### src/hw/rtl/polynomial_audio_residual_codec_assert.svh
// ----------------------------------------------------------------------------
// polynomial_audio_residual_codec_assert.svh
// concurrent assertion macros shared by parc_history and the top codec module
// the asserting module must have clk and rst_n in scope
// ----------------------------------------------------------------------------
`ifndef POLYNOMIAL_AUDIO_RESIDUAL_CODEC_ASSERT_SVH
`define POLYNOMIAL_AUDIO_RESIDUAL_CODEC_ASSERT_SVH

`ifndef NO_ASSERTIONS

// same-cycle implication
`define PARC_ASSERT_IMP(lbl, ante, cons) \
    lbl: assert property (@(posedge clk) disable iff (!rst_n) (ante) |-> (cons)) \
        else $error("parc assertion failed");

// next-cycle implication
`define PARC_ASSERT_NXT(lbl, ante, cons) \
    lbl: assert property (@(posedge clk) disable iff (!rst_n) (ante) |=> (cons)) \
        else $error("parc assertion failed");

`else

`define PARC_ASSERT_IMP(lbl, ante, cons)
`define PARC_ASSERT_NXT(lbl, ante, cons)

`endif

`endif

### src/hw/rtl/parc_pkg.sv
// ----------------------------------------------------------------------------
// parc_pkg
// types and constants of the polynomial audio residual codec
// ----------------------------------------------------------------------------
`timescale 1ns / 1ps
`default_nettype none

package parc_pkg;

    localparam int SAMPLE_W   = 16;
    localparam int CFG_IDX_W  = 2;
    localparam int CFG_DATA_W = 8;

    // configuration register indexes
    typedef enum logic [CFG_IDX_W-1:0] {
        REG_ORDER     = 2'd0,
        REG_CHAN_MODE = 2'd1,
        REG_STEREO    = 2'd2,
        REG_DECODE    = 2'd3
    } cfg_reg_t;

    // predictor order codes
    localparam logic [1:0] ORDER_1 = 2'd1;
    localparam logic [1:0] ORDER_2 = 2'd2;
    localparam logic [1:0] ORDER_3 = 2'd3;

    // stereo channel modes
    localparam logic [1:0] MODE_NONE = 2'd0;
    localparam logic [1:0] MODE_MID  = 2'd1;
    localparam logic [1:0] MODE_SIDE = 2'd2;

    // live configuration handed to the predictor
    typedef struct packed {
        logic [1:0] order;
        logic [1:0] chan_mode;
        logic       stereo;
        logic       decode;
    } cfg_t;

endpackage

`default_nettype wire

### src/hw/rtl/parc_history.sv
// ----------------------------------------------------------------------------
// parc_history
// shift line of past samples with block-start clear
// ----------------------------------------------------------------------------
`timescale 1ns / 1ps
`default_nettype none
`include "polynomial_audio_residual_codec_assert.svh"

module parc_history #(
    parameter int HISTORY_DEPTH = 6
) (
    input  wire logic                          clk,
    input  wire logic                          rst_n,
    input  wire logic                          clear,
    input  wire logic                          shift,
    input  wire logic [parc_pkg::SAMPLE_W-1:0] new_sample,
    output logic      [parc_pkg::SAMPLE_W-1:0] taps [HISTORY_DEPTH]
);

    logic [parc_pkg::SAMPLE_W-1:0] hist_reg  [HISTORY_DEPTH];
    logic [parc_pkg::SAMPLE_W-1:0] hist_next [HISTORY_DEPTH];

    // taps seen by the current item, zero when its block starts here
    always_comb
    begin
        for (int k = 0; k < HISTORY_DEPTH; k++)
        begin
            taps[k] = clear ? '0 : hist_reg[k];
        end
    end

    // shift in the newest sample
    always_comb
    begin
        for (int k = 0; k < HISTORY_DEPTH; k++)
        begin
            hist_next[k] = hist_reg[k];
        end
        if (shift)
        begin
            hist_next[0] = new_sample;
            for (int k = 1; k < HISTORY_DEPTH; k++)
            begin
                hist_next[k] = taps[k-1];
            end
        end
    end

    always_ff @(posedge clk or negedge rst_n)
    begin
        if (!rst_n)
        begin
            for (int k = 0; k < HISTORY_DEPTH; k++)
            begin
                hist_reg[k] <= '0;
            end
        end
        else
        begin
            for (int k = 0; k < HISTORY_DEPTH; k++)
            begin
                hist_reg[k] <= hist_next[k];
            end
        end
    end

    // block start leaves only the newest sample behind
    `PARC_ASSERT_NXT(a_clear_old, shift && clear, hist_reg[1] == '0)
    // history holds between transfers
    `PARC_ASSERT_NXT(a_hold, !shift, hist_reg[0] == $past(hist_reg[0]))

endmodule

`default_nettype wire

### src/hw/rtl/parc_predict.sv
// ----------------------------------------------------------------------------
// parc_predict
// fixed polynomial predictor over the sample history
// ----------------------------------------------------------------------------
`timescale 1ns / 1ps
`default_nettype none

module parc_predict #(
    parameter int HISTORY_DEPTH = 6
) (
    input  wire parc_pkg::cfg_t                cfg,
    input  wire logic [parc_pkg::SAMPLE_W-1:0] taps [HISTORY_DEPTH],
    output logic      [parc_pkg::SAMPLE_W-1:0] pred
);

    logic signed [parc_pkg::SAMPLE_W:0] mid_sum;
    logic signed [parc_pkg::SAMPLE_W:0] side_diff;
    logic [parc_pkg::SAMPLE_W-1:0]      mid_avg;
    logic [parc_pkg::SAMPLE_W-1:0]      side_avg;
    logic [parc_pkg::SAMPLE_W-1:0]      a1;
    logic [parc_pkg::SAMPLE_W-1:0]      a2;
    logic [parc_pkg::SAMPLE_W-1:0]      a3;

    // halve a 17-bit value, rounding toward zero
    function automatic logic [parc_pkg::SAMPLE_W-1:0] half_trunc(
        input logic signed [parc_pkg::SAMPLE_W:0] s
    );
        logic signed [parc_pkg::SAMPLE_W:0] adj;
        adj = s + (parc_pkg::SAMPLE_W+1)'(s[parc_pkg::SAMPLE_W]);
        return adj[parc_pkg::SAMPLE_W:1];
    endfunction

    // mid and side averages
    assign mid_sum   = (parc_pkg::SAMPLE_W+1)'($signed(taps[1]))
                     + (parc_pkg::SAMPLE_W+1)'($signed(taps[3]));
    assign side_diff = (parc_pkg::SAMPLE_W+1)'($signed(taps[2]))
                     - (parc_pkg::SAMPLE_W+1)'($signed(taps[5]));
    assign mid_avg   = half_trunc(mid_sum);
    assign side_avg  = half_trunc(side_diff);

    // tap selection by channel layout
    always_comb
    begin
        a1 = taps[0];
        a2 = taps[1];
        a3 = taps[2];
        if (cfg.stereo)
        begin
            case (cfg.chan_mode)
                parc_pkg::MODE_MID:
                begin
                    a1 = mid_avg;
                    a2 = '0;
                    a3 = '0;
                end
                parc_pkg::MODE_SIDE:
                begin
                    a1 = side_avg;
                    a2 = '0;
                    a3 = '0;
                end
                default:
                begin
                    a1 = taps[1];
                    a2 = taps[3];
                    a3 = taps[5];
                end
            endcase
        end
    end

    // polynomial, modulo 2^16 since the result wraps anyway
    always_comb
    begin
        case (cfg.order)
            parc_pkg::ORDER_2: pred = (a1 << 1) - a2;
            parc_pkg::ORDER_3: pred = (a1 << 1) + a1 - ((a2 << 1) + a2) + a3;
            default:           pred = a1;
        endcase
    end

endmodule

`default_nettype wire

### src/hw/rtl/polynomial_audio_residual_codec.sv
// ----------------------------------------------------------------------------
// polynomial_audio_residual_codec
// residual encoder and decoder with a fixed polynomial predictor
// ----------------------------------------------------------------------------
// usage:
//   input channel in_valid / in_stall carries sample_value and start_of_block,
//   a transfer happens when in_valid is high and in_stall is low
//   output channel out_valid / out_stall carries result_value
//   config channel cfg_valid / cfg_ready writes cfg_data into register
//   cfg_index (0 order, 1 channel mode, 2 stereo interleaved, 3 decode);
//   cfg_ready is always high, write only while no item is in flight
// path: each item passes the input register, then the result register,
//   before out_valid rises for it
// throughput: one item per cycle while out_stall is low; the history update and
//   the prediction sit in the single stage between the input and the result register
// reset: history cleared, order 1, mono, no channel correlation, encode
// stall: an output stall holds the result register; the input register
//   still takes one item, after which in_stall rises until the result
//   is taken
// ----------------------------------------------------------------------------
`timescale 1ns / 1ps
`default_nettype none
`include "polynomial_audio_residual_codec_assert.svh"

module polynomial_audio_residual_codec #(
    parameter int HISTORY_DEPTH = 6
) (
    input  wire logic                            clk,
    input  wire logic                            rst_n,
    // input samples
    input  wire logic                            in_valid,
    output logic                                 in_stall,
    input  wire logic [parc_pkg::SAMPLE_W-1:0]   sample_value,
    input  wire logic                            start_of_block,
    // results
    output logic                                 out_valid,
    input  wire logic                            out_stall,
    output logic      [parc_pkg::SAMPLE_W-1:0]   result_value,
    // configuration writes
    input  wire logic                            cfg_valid,
    output logic                                 cfg_ready,
    input  wire logic [parc_pkg::CFG_IDX_W-1:0]  cfg_index,
    input  wire logic [parc_pkg::CFG_DATA_W-1:0] cfg_data
);

    parc_pkg::cfg_t                cfg_reg;
    parc_pkg::cfg_t                cfg_next;

    logic                          s1_valid_reg;
    logic                          s1_valid_next;
    logic [parc_pkg::SAMPLE_W-1:0] s1_sample_reg;
    logic                          s1_sob_reg;

    logic                          res_valid_reg;
    logic                          res_valid_next;
    logic [parc_pkg::SAMPLE_W-1:0] result_reg;
    logic [parc_pkg::SAMPLE_W-1:0] result_next;

    logic                          advance;
    logic                          mid_xfer;
    logic [parc_pkg::SAMPLE_W-1:0] pred;
    logic [parc_pkg::SAMPLE_W-1:0] stored;
    logic [parc_pkg::SAMPLE_W-1:0] taps [HISTORY_DEPTH];

    // configuration registers
    assign cfg_ready = 1'b1;

    always_comb
    begin
        cfg_next = cfg_reg;
        if (cfg_valid && cfg_ready)
        begin
            case (parc_pkg::cfg_reg_t'(cfg_index))
                parc_pkg::REG_ORDER:     cfg_next.order     = cfg_data[1:0];
                parc_pkg::REG_CHAN_MODE: cfg_next.chan_mode = cfg_data[1:0];
                parc_pkg::REG_STEREO:    cfg_next.stereo    = cfg_data[0];
                parc_pkg::REG_DECODE:    cfg_next.decode    = cfg_data[0];
                default:                 cfg_next = cfg_reg;
            endcase
        end
    end

    always_ff @(posedge clk or negedge rst_n)
    begin
        if (!rst_n)
        begin
            cfg_reg.order     <= parc_pkg::ORDER_1;
            cfg_reg.chan_mode <= parc_pkg::MODE_NONE;
            cfg_reg.stereo    <= 1'b0;
            cfg_reg.decode    <= 1'b0;
        end
        else
        begin
            cfg_reg <= cfg_next;
        end
    end

    // flow control between the two register stages
    assign advance  = !res_valid_reg || !out_stall;
    assign mid_xfer = s1_valid_reg && advance;
    assign in_stall = s1_valid_reg && !advance;

    assign s1_valid_next  = in_stall ? 1'b1 : in_valid;
    assign res_valid_next = advance ? s1_valid_reg : res_valid_reg;

    always_ff @(posedge clk or negedge rst_n)
    begin
        if (!rst_n)
        begin
            s1_valid_reg  <= 1'b0;
            res_valid_reg <= 1'b0;
        end
        else
        begin
            s1_valid_reg  <= s1_valid_next;
            res_valid_reg <= res_valid_next;
        end
    end

    // input register
    always_ff @(posedge clk)
    begin
        if (!in_stall)
        begin
            s1_sample_reg <= sample_value;
            s1_sob_reg    <= start_of_block;
        end
    end

    // sample history
    parc_history #(
        .HISTORY_DEPTH (HISTORY_DEPTH)
    ) u_history (
        .clk        (clk),
        .rst_n      (rst_n),
        .clear      (s1_sob_reg),
        .shift      (mid_xfer),
        .new_sample (stored),
        .taps       (taps)
    );

    // prediction
    parc_predict #(
        .HISTORY_DEPTH (HISTORY_DEPTH)
    ) u_predict (
        .cfg  (cfg_reg),
        .taps (taps),
        .pred (pred)
    );

    // residual or rebuilt sample
    always_comb
    begin
        if (cfg_reg.decode)
        begin
            result_next = s1_sample_reg + pred;
            stored      = result_next;
        end
        else
        begin
            result_next = s1_sample_reg - pred;
            stored      = s1_sample_reg;
        end
    end

    // result register
    always_ff @(posedge clk)
    begin
        if (mid_xfer)
        begin
            result_reg <= result_next;
        end
    end

    assign out_valid    = res_valid_reg;
    assign result_value = result_reg;

    // stall only when an item is actually waiting
    `PARC_ASSERT_IMP(a_stall_full, in_stall, s1_valid_reg)
    // an item leaving the input register lands in the result register
    `PARC_ASSERT_NXT(a_mid_lands, mid_xfer, res_valid_reg)
    // encode result is the sample minus the prediction
    `PARC_ASSERT_NXT(a_enc_res, mid_xfer && !cfg_reg.decode, result_reg == $past(result_next))

endmodule

`default_nettype wire

### config.mk
export PLATFORM = sky130hd
export DESIGN_NAME = polynomial_audio_residual_codec
export DESIGN_NICKNAME = d
export VERILOG_FILES = /design/src/hw/rtl/parc_pkg.sv /design/src/hw/rtl/parc_history.sv /design/src/hw/rtl/parc_predict.sv /design/src/hw/rtl/polynomial_audio_residual_codec.sv
export VERILOG_INCLUDE_DIRS = /design/src /design/src/hw/rtl
export SDC_FILE = /design/constraint.sdc
export NUM_CORES = 1
export LEC_CHECK = 0
export ABC_CLOCK_PERIOD_IN_PS = 21900
export BUFFER_PORTS_ARGS = -buffer_cell sky130_fd_sc_hd__buf_4
export CORE_MARGIN = 2
export CORE_UTILIZATION = 61
export DETAILED_ROUTE_END_ITERATION = 12
export PLACE_DENSITY = 0.84
export SLEW_MARGIN = 20
export SYNTH_ARGS = -nofsm -noshare
export SYNTH_HDL_FRONTEND = slang
export SYNTH_SLANG_ARGS = --single-unit
export TNS_END_PERCENT = 30
### constraint.sdc
create_clock -name clk -period 21.9 [get_ports clk]
set_input_delay 2.19 -clock clk [delete_from_list [all_inputs] [get_ports clk]]
set_output_delay 2.19 -clock clk [all_outputs]
set_load 0.1 [all_outputs]
== After elaboration in Yosys (flattened, before gate mapping) ==
Cells that the tools add are included.

* Reductions and logical operators: 12
* Add/subtract/negate cells: 11
* Mux-type cells: 16
* Eq/ne operators: 7

{| class="wikitable"
|+ Operators by type and width
! operator !! number
|-
| 2-to-1 mux 16 bit || 13
|-
| adder 16 bit || 4
|-
| one-hot mux 16 bit (2 select lines) || 2
|-
| subtractor 16 bit || 3
|-
| adder 17 x 1 -> 17 bit || 2
|-
| adder 16 x 16 -> 17 bit || 1
|-
| subtractor 16 x 16 -> 17 bit || 1
|-
| == test 2 bit (second input constant) || 5
|-
| AND reduction 2 bit || 4
|-
| == test 2 x 1 -> 1 bit (second input constant) || 2
|-
| logical NOT 1 bit || 3
|-
| logical AND 1 bit || 2
|-
| logical NOT 2 bit || 1
|-
| OR reduction 2 bit || 1
|-
| logical OR 1 bit || 1
|-
| 2-to-1 mux 1 bit || 1
|}

* Bits in registers: 137
* Output and inout port bits: 19
* Input bits: 32

== Logic depth before layout (Yosys ltp) ==
* Word-level depth: 11
* Mapped depth: 44
* Mapped depth without buffers: 39

== Modules after synthesis ==
From an unflattened synthesis, not the netlist that was laid out.

* Cell total of the unflattened synthesis: 1412
* Area total of the unflattened synthesis: 13223.9 um^2

{| class="wikitable"
|+ Modules (own cells, without submodules)
! module !! cells each !! area each (um^2) !! seq. area each (um^2) !! times used
|-
| parc_predict || 779 || 5849.4 || 0.0 || 1
|-
| parc_history || 309 || 4221.5 || 2402.3 || 1
|-
| polynomial_audio_residual_codec || 324 || 3153.0 || 1192.4 || 1
|}

== Worst setup path before layout ==
No wires, ideal clock.

* Kind: register to register
* Start: reg s1_sob_reg
* End: reg result_reg, in the netlist result_value[15] (data pin)
* Arrival: 8.585 ns
* Path slack: 13.058 ns
* Stages on the path, launching flop included: 40
* Clock period less this slack: 8.842 ns
* Buffers on the path: 5
* Setup time: 0.258 ns
* Required time: 21.642 ns
* Path through: edfxtp_1 > clkbuf_1 > clkbuf_1 > clkbuf_1 > nor2b_1 > ha_1 > buf_6 > and2_1 > a221o_2 > a2111oi_4 > a311oi_2 > or4_4 > xnor2_1 > a22oi_1 > o22ai_1 > fa_1 > fa_1 > ha_1 > [... 4 more ...] > a21oi_1 > o21bai_1 > a21oi_1 > o21ai_0 > xnor2_1 > nand2_1 > o21ai_0 > mux2i_1 > ha_1 > clkbuf_1 > nand2_1 > o41ai_1 > a21o_1 > a21o_1 > or2_2 > o31a_1 > xor2_1 > xnor2_1

{| class="wikitable"
|+ RTL lines
! what !! line !! RTL
|-
| start: declaration || polynomial_audio_residual_codec.sv:52 || <nowiki>logic s1_sob_reg;</nowiki>
|-
| start signal: assignment || polynomial_audio_residual_codec.sv:126 || <nowiki>s1_sob_reg <= start_of_block;</nowiki>
|-
| end signal: assignment || polynomial_audio_residual_codec.sv:171 || <nowiki>result_reg <= result_next;</nowiki>
|-
| end: declaration || polynomial_audio_residual_codec.sv:56 || <nowiki>logic [parc_pkg::SAMPLE_W-1:0] result_reg;</nowiki>
|}

==> flow_summary.yaml <==
sta:
  drv_slew: 0
  setup_ws_ns: 10.76
  setup_tns_ns: 0
  period_share_pct: 50.8
  timing.fmax_mhz: 89.8
  setup_viol: 0
  hold_viol: 0
  fin_crit_ns: 11.14
  max_slew.worst_pin.slew_ns: 1.12
  holdWs_ns: 0.472
  max_slew_margin_pct: 25.3
  rsz0062_at_grt: "false"
  fin_skew_ns: 0.0168
worst_setup_path:
  end_kind: "flip-flop"
  path_class: "flip-flop to flip-flop"
  critical_path_arrival_ns: 11.31
  rrSetupSlack_ns: 10.76
  start_kind: "flip-flop"
  slowest_delay_ns: 0.72
  critical-path-slowest-cell: "buf_4"
  cp.required_ns: 22.08
  worstReg2RegStart: "s1_sob_reg"
  rr_endpoint: "result_value[15]"
  rr_worst_depth: 39
  crit_fanout: 94
synth:
  synth-main-ff-cell: "dfrtp_1"
  yosysUniqueCellTypes: 94
  netlist_area_um2: 13200
  synth-edff-count: 33
  ys_ff_latch: 137
  synth_warnings: 0
  ys_seq_area_share_pct: 27.2
  synth_nets: 1703
  netlist_instances: 1527
  async_flop_share_pct: 75.9
  avgSynthCellArea_um2: 8.65
finish:
  area_growth_syn_to_layout_pct: 8.03
  regArea_um2: 3600
  layout-drive-gt1-share_pct: 9.93
  largest_reg_flops: 96
  nets: 1693
  multi_input_area_um2: 8940
  nFillCells: 1613
  antennaDiodeCount: 0
power_and_ir_drop:
  switching_share_pct: 49.0
  total_power_w: 0.00231
  p_per_area_nw_per_um2: 162
  internal_power_w: 0.00118
  seqPwrFrac_pct: 16.8
  pwr-share-clk_pct: 14.0
  power.switching_w: 0.00113
  p_leak_nw: 6.57
  combPwrFrac_pct: 69.3
  irDropWorstVdd_uv: 179
clock_tree:
  clock_path_buffers: 2
  numCtsBuffers: 17
  clock_sinks: 137
  htreeDepth: 4
  root_buffer: "clkbuf_16"
  clk_pin_slew_ns: 0.07
  clock_latency_ns: 0.44
  postCtsResizedCells: 0
  ctsHoldBuffers: 0
  cts_tree: "done"
  post_cts_buffers: 0
die:
  io_pins: 51
  rows: 53
  die_x_um: 151
  dieArea_um2: 22900
  core_um2: 21200
  start_util_pct: 62.5
  die_y_um: 151
run_status:
  run_status: "completed"
grt:
  grt_pass1_wl_um: 55000
  grt_max_degree: 95
  grt_usage_pct: 30.4
  antenna_found_initial: 0
  globalRoute.totalOverflow: 0
  grt_pass1_vias: 11175
placed_design:
  io_buffers: 43
  dp_slack_ns: 11.08
  dp_hpwl_um: 24300
  gp_congestion: 0.910
worst_hold_path:
  hp-class: "flip-flop to flip-flop"
  min_from: "u_history.hist_reg[17]"
  holdPathEnd: "u_history.hist_reg[17]"
  hold_depth: 2
detailed_routing:
  dr.first_iter.drc_count: 874
  drt-total-wl_um: 33400
  drtAntennaViolNets: 0
  drt_first_pass_iters: 5
  vias_per_cell: 6.27
  post-route-drc-count: 0
  vias: 11320
  wl_per_cell_um: 18.5
run:
  cap_viol_max_count: 0
[how the worst max path moves through the flow]
stage,startpoint,endpoint,cells after the start
after CTS,s1_sob_reg,result_value[15],40
after floorplan,s1_sob_reg,result_value[15],39
after detailed placement,s1_sob_reg,result_value[15],40
final,s1_sob_reg,result_value[15],39
after global placement,s1_sob_reg,result_value[15],40
after global routing,s1_sob_reg,result_value[15],41
[cells in the mapped netlist (15+ instances only)]
cell | number | area share [%]
nand2_1 | 166 | 4.7
a21oi_1 | 112 | 4.2
dfrtp_1 | 103 | 20
ha_1 | 97 | 9.2
inv_1 | 94 | 2.7
xnor2_1 | 76 | 5.0
nor2_1 | 73 | 2.1
clkbuf_1 | 72 | 2.0
nand2b_1 | 70 | 3.3
o21ai_0 | 67 | 2.5
nor2b_1 | 53 | 2.5
fa_1 | 47 | 7.1
nand3b_1 | 41 | 2.3
nand3_1 | 39 | 1.5
mux2_2 | 34 | 2.9
edfxtp_1 | 33 | 7.5
a21o_1 | 30 | 1.7
mux2i_1 | 24 | 1.8
nor3_1 | 24 | 0.91
o21bai_1 | 22 | 1.3
xor2_1 | 22 | 1.5
a22oi_1 | 15 | 0.85
and3_1 | 15 | 0.71
[placed cells by master, fill, tap and decap left out, types with 39 or more instances in the layout]
master and count:
ha_1 97, nor2_1 73, nand3_1 39, a21oi_1 112
dfrtp_1 102, nor2b_1 53, nand2b_1 70, xnor2_1 76
nand3b_1 41, buf_4 53, fa_1 47, nand2_1 165
inv_1 93, o21ai_0 67
[layout make-up]
cell class / instances / share of cell area [%]
clock buffer: 17 / 2.98
clock inverter: 15 / 1.49
inverter: 95 / 2.51
multi-input combinational: 1213 / 62.6
sequential: 137 / 25.2
tap: 275 / 2.41
timing repair buffer: 53 / 2.79
[cells by family (layout without fill, tap and decap cells)]
group,after synthesis,count (layout),synth area share (%)
muxes,58,58,4.72
and+or+nand+nor,541,541,21.4
DFF,137,137,27.2
xor gates and xnor gates,98,98,6.50
AOI/OAI and AO/OA,371,371,18.7
buffers and inverters,177,180,5.15
other,1,1,0.0284
adders and majority gates,144,144,16.3
[through the flow]
| stage | utilization, % | cell area, um^2 | instances |
|---|---|---|---|
| floorplan | - | 13200 | 1527 |
| global placement | 64.5 | 13600 | 1773 |
| detailed placement | 64.5 | 13600 | 1773 |
| CTS | 67.5 | 14300 | 1805 |
| global route | 67.5 | 14300 | 1805 |
| finish | 67.5 | 14300 | 1805 |
[worst max-delay path, delay by kind of cell (launching register included)]
family,cells,cell delay [ns]
AO/OA/AOI/OAI,17,4.50
adder cells (fa/ha/maj),6,2.32
AND/OR/NAND/NOR,7,1.42
buffers and inverters,4,1.23
XOR/XNOR,4,0.55
multiplexers,1,0.43
flip-flops,1,0.32
[power groups by stage]
stage,clock [W],sequential [W],combinational [W]
final,0.000322,0.000387,0.00160
after global routing,0.000333,0.000393,0.00176
after CTS,0.000324,0.000385,0.00158
after detailed placement,0,0.000389,0.00155
after global placement,0,0.000387,0.00150
after floorplan,0,0.000475,0.00115
[per-layer routing]
metal | wire (um) | vias to the layer above | global-route usage, %
li1 | - | 5340 | -
met1 | 14400 | 5453 | 40.9
met2 | 15700 | 446 | 49.8
met3 | 2250 | 81 | 4.85
met4 | 1020 | 0 | 11.4
met5 | 0 | - | 0
Note: power is estimated with default switching activity, not from simulation.
